## config.mk

```make
export PLATFORM = sky130hd
export DESIGN_NAME = light_pen_position_averager_top
export DESIGN_NICKNAME = d
export VERILOG_FILES = /design/src/rtl/lppa_pkg.sv /design/src/rtl/lppa_div.sv /design/src/rtl/light_pen_position_averager_top.sv
export SDC_FILE = /design/constraint.sdc
export NUM_CORES = 1
export LEC_CHECK = 0
export BUFFER_PORTS_ARGS = -buffer_cell sky130_fd_sc_hd__buf_4
export CAP_MARGIN = 20
export CELL_PAD_IN_SITES_DETAIL_PLACEMENT = 1
export CELL_PAD_IN_SITES_GLOBAL_PLACEMENT = 1
export CORE_UTILIZATION = 40
export CTS_BUF_LIST = sky130_fd_sc_hd__clkbuf_2 sky130_fd_sc_hd__clkbuf_4 sky130_fd_sc_hd__clkbuf_8
export CTS_CLUSTER_DIAMETER = 150
export DETAILED_ROUTE_END_ITERATION = 6
export GPL_TIMING_DRIVEN = 0
export PLACE_DENSITY = 0.75
export SLEW_MARGIN = 5
export SYNTH_ARGS = -nofsm -noshare
export SYNTH_HDL_FRONTEND = slang
export SYNTH_SLANG_ARGS = --single-unit
```

## constraint.sdc

```tcl
create_clock -name aclk -period 2.5 [get_ports aclk]
set_input_delay 0.25 -clock aclk [delete_from_list [all_inputs] [get_ports aclk]]
set_output_delay 0.25 -clock aclk [all_outputs]
set_load 0.02 [all_outputs]
```

## src/rtl/lppa_pkg.sv

```systemverilog
// ----------------------------------------------------------------------------
// lppa_pkg
// shared types, widths and constants of the light pen position averager
// ----------------------------------------------------------------------------
package lppa_pkg;

    localparam int BEAM_W   = 9;
    localparam int SUM_W    = 13;
    localparam int CNT_W    = 4;
    localparam int MASK_W   = 16;
    localparam int POS_W    = 17;
    localparam int FRAC_W   = 8;
    localparam int BTN_W    = 3;
    localparam int CFG_A_W  = 2;
    localparam int CFG_D_W  = 16;

    // serial divide: one quotient bit per step
    localparam int DIV_STEPS  = SUM_W;
    localparam int DIV_CNT_W  = 4;
    localparam int REM_W      = CNT_W + 1;

    // reset values of the registers
    localparam logic [CNT_W-1:0]  SAMPLE_COUNT_RST = 4'd4;
    localparam logic [MASK_W-1:0] RIGHT_MASK_RST   = 16'h0400;
    localparam logic [MASK_W-1:0] MIDDLE_MASK_RST  = 16'h0100;

    // bit positions in button_bits
    localparam int BTN_RIGHT_BIT  = 1;
    localparam int BTN_MIDDLE_BIT = 2;

    typedef enum logic [CFG_A_W-1:0] {
        CFG_SAMPLE_COUNT = 2'd0,
        CFG_RIGHT_MASK   = 2'd1,
        CFG_MIDDLE_MASK  = 2'd2,
        CFG_UNUSED       = 2'd3
    } cfg_index_t;

    typedef enum logic [1:0] {
        ST_IDLE  = 2'd0,
        ST_DIV_X = 2'd1,
        ST_DIV_Y = 2'd2
    } state_t;

    typedef struct packed {
        logic              beam_latched;
        logic [BEAM_W-1:0] beam_x;
        logic [BEAM_W-1:0] beam_y;
        logic [MASK_W-1:0] pot_inputs;
    } in_beat_t;

    typedef struct packed {
        logic [POS_W-1:0] pen_x;
        logic [POS_W-1:0] pen_y;
        logic             pen_valid;
        logic [BTN_W-1:0] button_bits;
    } out_beat_t;

    // divider control and status
    typedef struct packed {
        logic             start;
        logic [SUM_W-1:0] dividend;
        logic [CNT_W-1:0] divisor;
    } div_req_t;

    typedef struct packed {
        logic             busy;
        logic             done;
        logic [SUM_W-1:0] quotient;
    } div_rsp_t;

endpackage

```

## src/rtl/lppa_div.sv

```systemverilog
// ----------------------------------------------------------------------------
// lppa_div
// restoring serial divider, one quotient bit per cycle, shared by X and Y
// ----------------------------------------------------------------------------
module lppa_div (
    input  logic              aclk,
    input  logic              aresetn,
    input  lppa_pkg::div_req_t req,
    output lppa_pkg::div_rsp_t rsp
);
    import lppa_pkg::*;

    logic [SUM_W-1:0]     quo_reg, quo_next;
    logic [CNT_W-1:0]     rem_reg, rem_next;
    logic [CNT_W-1:0]     dsr_reg, dsr_next;
    logic [DIV_CNT_W-1:0] cnt_reg, cnt_next;
    logic                 busy_reg, busy_next;
    logic                 done_reg, done_next;
    logic [REM_W-1:0]     trial;
    logic                 fits;

    // trial subtract of the shifted remainder
    assign trial = {rem_reg, quo_reg[SUM_W-1]};
    assign fits  = trial >= {1'b0, dsr_reg};

    always_comb begin
        quo_next  = quo_reg;
        rem_next  = rem_reg;
        dsr_next  = dsr_reg;
        cnt_next  = cnt_reg;
        busy_next = busy_reg;
        done_next = 1'b0;
        if (req.start) begin
            quo_next  = req.dividend;
            rem_next  = '0;
            dsr_next  = req.divisor;
            cnt_next  = DIV_CNT_W'(DIV_STEPS);
            busy_next = 1'b1;
        end else if (busy_reg) begin
            quo_next = {quo_reg[SUM_W-2:0], fits};
            rem_next = fits ? CNT_W'(trial - {1'b0, dsr_reg}) : trial[CNT_W-1:0];
            cnt_next = cnt_reg - 1'b1;
            if (cnt_reg == DIV_CNT_W'(1)) begin
                busy_next = 1'b0;
                done_next = 1'b1;
            end
        end
    end

    // control state
    always_ff @(posedge aclk) begin
        if (!aresetn) begin
            busy_reg <= 1'b0;
            done_reg <= 1'b0;
            cnt_reg  <= '0;
        end else begin
            busy_reg <= busy_next;
            done_reg <= done_next;
            cnt_reg  <= cnt_next;
        end
    end

    // datapath
    always_ff @(posedge aclk) begin
        quo_reg <= quo_next;
        rem_reg <= rem_next;
        dsr_reg <= dsr_next;
    end

    assign rsp.busy     = busy_reg;
    assign rsp.done     = done_reg;
    assign rsp.quotient = quo_reg;

endmodule

```

## src/rtl/light_pen_position_averager_top.sv

```systemverilog
// ----------------------------------------------------------------------------
// light_pen_position_averager_top
// averages latched light pen positions over a period and reports buttons
// ----------------------------------------------------------------------------
//  channel | direction | handshake            | payload
//  s_      | in        | s_valid / s_ready    | s_data  (lppa_pkg::in_beat_t)
//  m_      | out       | m_valid / m_ready    | m_data  (lppa_pkg::out_beat_t)
//  cfg_    | in        | cfg_wr_en            | cfg_addr, cfg_wdata
//
//  a sampling poll, or a smoothing poll with no trigger, leaves the block idle
//  a smoothing poll with triggers runs two 13-step passes of the
//  shared serial divider, X then Y, each followed by a hand-over
//  the result beat is registered at acceptance and shows the next cycle
//  s_ready is low while dividing, or while an untaken result is not drained
//  aresetn is synchronous, active low; no clearing pass is needed
// ----------------------------------------------------------------------------
module light_pen_position_averager_top (
    input  logic                          aclk,
    input  logic                          aresetn,
    input  logic                          s_valid,
    output logic                          s_ready,
    input  lppa_pkg::in_beat_t            s_data,
    output logic                          m_valid,
    input  logic                          m_ready,
    output lppa_pkg::out_beat_t           m_data,
    input  logic                          cfg_wr_en,
    input  logic [lppa_pkg::CFG_A_W-1:0]  cfg_addr,
    input  logic [lppa_pkg::CFG_D_W-1:0]  cfg_wdata
);
    import lppa_pkg::*;

    state_t            state_reg, state_next;
    logic [CNT_W-1:0]  sample_count_reg;
    logic [MASK_W-1:0] right_mask_reg, middle_mask_reg;
    logic [SUM_W-1:0]  sum_x_reg, sum_x_next, sum_y_reg, sum_y_next;
    logic [CNT_W-1:0]  poll_idx_reg, poll_idx_next, tally_reg, tally_next;
    logic [POS_W-1:0]  smooth_x_reg, smooth_x_next, smooth_y_reg, smooth_y_next;
    logic              smooth_valid_reg, smooth_valid_next;
    logic              m_valid_reg, m_valid_next;
    out_beat_t         m_data_reg, m_data_next;
    logic              accept, smoothing;
    logic [BTN_W-1:0]  buttons;
    logic [POS_W-1:0]  quo_pos;
    div_req_t          div_req;
    div_rsp_t          div_rsp;

    lppa_div u_div (
        .aclk    (aclk),
        .aresetn (aresetn),
        .req     (div_req),
        .rsp     (div_rsp)
    );

    // handshake and poll type
    assign s_ready   = (state_reg == ST_IDLE) && (!m_valid_reg || m_ready);
    assign accept    = s_valid && s_ready;
    assign smoothing = poll_idx_reg >= sample_count_reg;
    assign quo_pos   = {div_rsp.quotient[POS_W-FRAC_W-1:0], {FRAC_W{1'b0}}};

    // active-low button lines under the masks
    always_comb begin
        buttons = '0;
        buttons[BTN_RIGHT_BIT]  = (s_data.pot_inputs & right_mask_reg) == '0;
        buttons[BTN_MIDDLE_BIT] = (s_data.pot_inputs & middle_mask_reg) == '0;
    end

    // next state
    always_comb begin
        state_next = state_reg;
        unique case (state_reg)
            ST_IDLE: begin
                if (accept && smoothing && tally_reg != '0) state_next = ST_DIV_X;
            end
            ST_DIV_X: begin
                if (div_rsp.done) state_next = ST_DIV_Y;
            end
            ST_DIV_Y: begin
                if (div_rsp.done) state_next = ST_IDLE;
            end
            default: state_next = ST_IDLE;
        endcase
    end

    // sequencer outputs and datapath updates
    always_comb begin
        sum_x_next        = sum_x_reg;
        sum_y_next        = sum_y_reg;
        poll_idx_next     = poll_idx_reg;
        tally_next        = tally_reg;
        smooth_x_next     = smooth_x_reg;
        smooth_y_next     = smooth_y_reg;
        smooth_valid_next = smooth_valid_reg;
        m_valid_next      = m_valid_reg && !m_ready;
        m_data_next       = m_data_reg;
        div_req.start     = 1'b0;
        div_req.dividend  = sum_x_reg;
        div_req.divisor   = tally_reg;
        unique case (state_reg)
            ST_IDLE: begin
                if (accept) begin
                    m_valid_next            = 1'b1;
                    m_data_next.pen_x       = smooth_x_reg;
                    m_data_next.pen_y       = smooth_y_reg;
                    m_data_next.pen_valid   = smooth_valid_reg;
                    m_data_next.button_bits = buttons;
                    if (smoothing) begin
                        smooth_valid_next = tally_reg >= (sample_count_reg >> 1);
                        poll_idx_next     = '0;
                        if (tally_reg != '0) begin
                            div_req.start = 1'b1;
                        end else begin
                            smooth_x_next = '0;
                            smooth_y_next = '0;
                            sum_x_next    = '0;
                            sum_y_next    = '0;
                        end
                    end else begin
                        poll_idx_next = poll_idx_reg + 1'b1;
                        if (s_data.beam_latched) begin
                            tally_next = tally_reg + 1'b1;
                            sum_x_next = sum_x_reg + SUM_W'(s_data.beam_x);
                            sum_y_next = sum_y_reg + SUM_W'(s_data.beam_y);
                        end
                    end
                end
            end
            ST_DIV_X: begin
                if (div_rsp.done) begin
                    smooth_x_next    = quo_pos;
                    div_req.start    = 1'b1;
                    div_req.dividend = sum_y_reg;
                end
            end
            ST_DIV_Y: begin
                if (div_rsp.done) begin
                    smooth_y_next = quo_pos;
                    sum_x_next    = '0;
                    sum_y_next    = '0;
                    tally_next    = '0;
                end
            end
            default: begin
            end
        endcase
    end

    // configuration writes
    always_ff @(posedge aclk) begin
        if (!aresetn) begin
            sample_count_reg <= SAMPLE_COUNT_RST;
            right_mask_reg   <= RIGHT_MASK_RST;
            middle_mask_reg  <= MIDDLE_MASK_RST;
        end else if (cfg_wr_en) begin
            unique case (cfg_index_t'(cfg_addr))
                CFG_SAMPLE_COUNT: sample_count_reg <= cfg_wdata[CNT_W-1:0];
                CFG_RIGHT_MASK:   right_mask_reg   <= cfg_wdata[MASK_W-1:0];
                CFG_MIDDLE_MASK:  middle_mask_reg  <= cfg_wdata[MASK_W-1:0];
                default: begin
                end
            endcase
        end
    end

    // averaging state and control
    always_ff @(posedge aclk) begin
        if (!aresetn) begin
            state_reg        <= ST_IDLE;
            sum_x_reg        <= '0;
            sum_y_reg        <= '0;
            poll_idx_reg     <= '0;
            tally_reg        <= '0;
            smooth_x_reg     <= '0;
            smooth_y_reg     <= '0;
            smooth_valid_reg <= 1'b0;
            m_valid_reg      <= 1'b0;
        end else begin
            state_reg        <= state_next;
            sum_x_reg        <= sum_x_next;
            sum_y_reg        <= sum_y_next;
            poll_idx_reg     <= poll_idx_next;
            tally_reg        <= tally_next;
            smooth_x_reg     <= smooth_x_next;
            smooth_y_reg     <= smooth_y_next;
            smooth_valid_reg <= smooth_valid_next;
            m_valid_reg      <= m_valid_next;
        end
    end

    // result beat register
    always_ff @(posedge aclk) begin
        m_data_reg <= m_data_next;
    end

    assign m_valid = m_valid_reg;
    assign m_data  = m_data_reg;

endmodule

```

==> flow_summary.json <==
{
  "status": "completed",
  "synth_common_cells": "nand2_1 (117), dfxtp_1 (102), a21boi_0 (63)",
  "drv_cap": 0,
  "dr.pass1.iters": 4,
  "die_y_um": 134.9,
  "synth_area_leader_cell": "dfxtp_1",
  "wl_per_cell_um": 18.65,
  "peakVddDrop_mv": 0.3532,
  "totalPowerFinal_uw": 5588,
  "ys_warn_count": 0,
  "first_iter_violations": 264,
  "period_share_pct": 99.66,
  "routed_wl_mm": 20.98,
  "post_drt_via_cell_ratio": 5.409,
  "start_kind": "flip-flop",
  "fin_nets": 982,
  "finalClockSkew_ns": 0.01020,
  "synth_compound_area_share_pct": 19.32,
  "ios": 98,
  "cts_buffer_depth": 2,
  "cp.required_ns": 2.90,
  "syn_inst": 756,
  "synthXorXnorAreaFrac_pct": 1.611,
  "hold_viol": 0,
  "coreArea_sq_um": 17300,
  "cts_root_buffer": "clkbuf_8",
  "gp_congestion": 0.8479,
  "synthArstFlopShare_pct": 0,
  "clock_sinks": 140,
  "post_synth_num_cell_types": 66,
  "die_x_um": 134.9,
  "synthSimpleGateAreaFrac_pct": 19.39,
  "place_ws_ns": -0.4168,
  "slew_headroom_pct": 44.41,
  "seq_area_frac_synth_pct": 45.05,
  "crit_fanout": 6,
  "slew_violations": 0,
  "power-per-cell-area_nw_per_um2": 629.8,
  "syn_area_sq_um": 7066,
  "die_area_sq_um": 18200,
  "cts_buffers": 17,
  "grt_max_degree": 26,
  "criticalPathCategory": "flip-flop to flip-flop",
  "fmax_mhz": 401.4,
  "worst_pin_slew_ns": 0.8321,
  "synth_mux_area_share_pct": 2.284,
  "yosys-top-cells-area": "dfxtp_1 (29%), edfxtp_1 (16%), a21boi_0 (6.7%)",
  "fin_ws_ns": 0.008584,
  "drc": 0,
  "p_leak_uw": 0.003552,
  "grt_pass1_vias": 6352,
  "io_buffers": 80,
  "grt_pass1_wl_mm": 32.48,
  "end_kind": "flip-flop",
  "clock_latency_ns": 0.47,
  "arrival_ns": 2.90,
  "place_area_sq_um": 8010,
  "yosys_register_bits": 140,
  "n_antenna_cell": 0,
  "path_clk_slew_ns": 0.08,
  "post-route-util_pct": 51.29,
  "r2r-start": "poll_idx_reg[2]",
  "row_count": 48,
  "drive_gt1_share_pct": 22.00,
  "synth_adder_area_share_pct": 6.871,
  "grt_usage_pct": 23.22,
  "setup_violations": 0,
  "initial_utilization_pct": 40.85,
  "cts_max_level": 4,
  "ys.flop_type": "dfxtp_1",
  "cts_tree": "done",
  "synth_top_area_share_pct": 28.90,
  "antenna_found_initial": 0,
  "largest_reg_flops": 21,
  "grt-ovfl-total": 0,
  "fill_cells": 2003,
  "synth_edf_count": 38,
  "min-delay-start": "cfg_wdata[10]",
  "syn_to_final_growth_pct": 25.57,
  "avgSynthCellArea_sq_um": 9.346,
  "crit_start": "poll_idx_reg[2]",
  "dp_hpwl_mm": 15.07,
  "synth_top_family_by_area": "simple AND/OR/NAND/NOR gates",
  "fin_area_sq_um": 8872,
  "hold_class": "input pin to flip-flop",
  "vias": 6085,
  "ant_nets": 0,
  "layout_min_cycle_time_ns": 2.491,
  "synth_most_common_cell": "nand2_1"
}
layout make-up:
cell class / instances / area [sq um] / area share [%]
Multi-Input combinational cell: 552 / 3751 / 42.28
Timing Repair Buffer: 95 / 749.5 / 8.447
Timing Repair inverter: 1 / 5.005 / 0.05641
Tap cell: 225 / 281.5 / 3.173
Inverter: 30 / 116.4 / 1.312
Clock inverter: 15 / 200.2 / 2.256
Clock buffer: 17 / 234.0 / 2.637
Sequential cell: 140 / 3191 / 35.96
Buffer: 50 / 344.1 / 3.878
layer usage:
metal / global-route usage (%) / share of wire, % / vias up
li1: - / - / 2933
met3: 4.392 / 4.1 / 33
met5: 0 / 0 / -
met2: 41.07 / 51 / 148
met4: 8.365 / 1.9 / 0
met1: 27.97 / 43 / 2971
repair_timing:
action                     CTS  global route
pin swaps                    6            22
hold buffers                 1             0
hold endpoints to repair     1             0
cloned                       0             2
resized for setup           28            43
setup buffers                3            10
setup endpoints to repair   77            65
power by group:
part | leakage, uW | internal (uW) | switching [uW]
Combinational | 0.00214 | 453 | 584
Sequential | 0.00120 | 2430 | 81.7
Clock | 0.000214 | 1030 | 1010
cells by family after synthesis:
family | count (synthesis)
flip-flops | 140
buffers and inverters | 80
other | 1
multiplexers | 16
adder cells (fa/ha/maj) | 37
AO/OA/AOI/OAI | 194
XOR/XNOR | 13
AND/OR/NAND/NOR | 275
metrics by stage:
step / instances / TNS [ns] / hold WS [ns]
after CTS: 1113 / 0 / 0.006005
after detailed placement: 1077 / -17.75 / 0.4176
after global placement: 1077 / -12.56 / 0.4164
final: 1125 / 0 / 0.02470
after floorplan: 772 / 0 / 0.3740
after global routing: 1125 / -0.3112 / 0.02596
worst max-delay path, stage by stage, from the launching register on:
cell,delay (ns)
dfxtp_1,0.42
ha_1,0.27
o21a_1,0.17
nor2_2,0.09
or2_1,0.26
buf_6,0.14
a211o_4,0.39
or4_4,0.56
a21oi_2,0.14
layout by cell type (no fill, tap or decap), types with 5 or more instances in the layout:
master    count
a211oi_1      5
a21boi_0     63
a21oi_1      24
a22oi_1       9
and2_1        6
buf_4       108
buf_6         7
clkbuf_1     20
clkbuf_8     17
conb_1       17
dfxtp_1      98
edfxtp_1     38
ha_1         28
inv_1        28
inv_6         6
mux2i_1      15
nand2_1     113
nand2b_1     23
nand3_1      34
nand4_1       7
nand4b_1      8
nor2_1       27
nor2b_1      11
o21a_1        8
o21ai_0      30
or4_1         7
xnor2_1       9
worst paths after layout:
path                            depth (start not counted)                  to  slack, ns
worst max-delay path                                    8        sum_y_reg[9]      0.009
worst min-delay path                                    3  right_mask_reg[10]       0.02
worst max register to register                          8        sum_y_reg[9]      0.009
worst min register to register                          0          m_data[17]       0.44
Note: power is estimated with default switching activity, not from simulation.
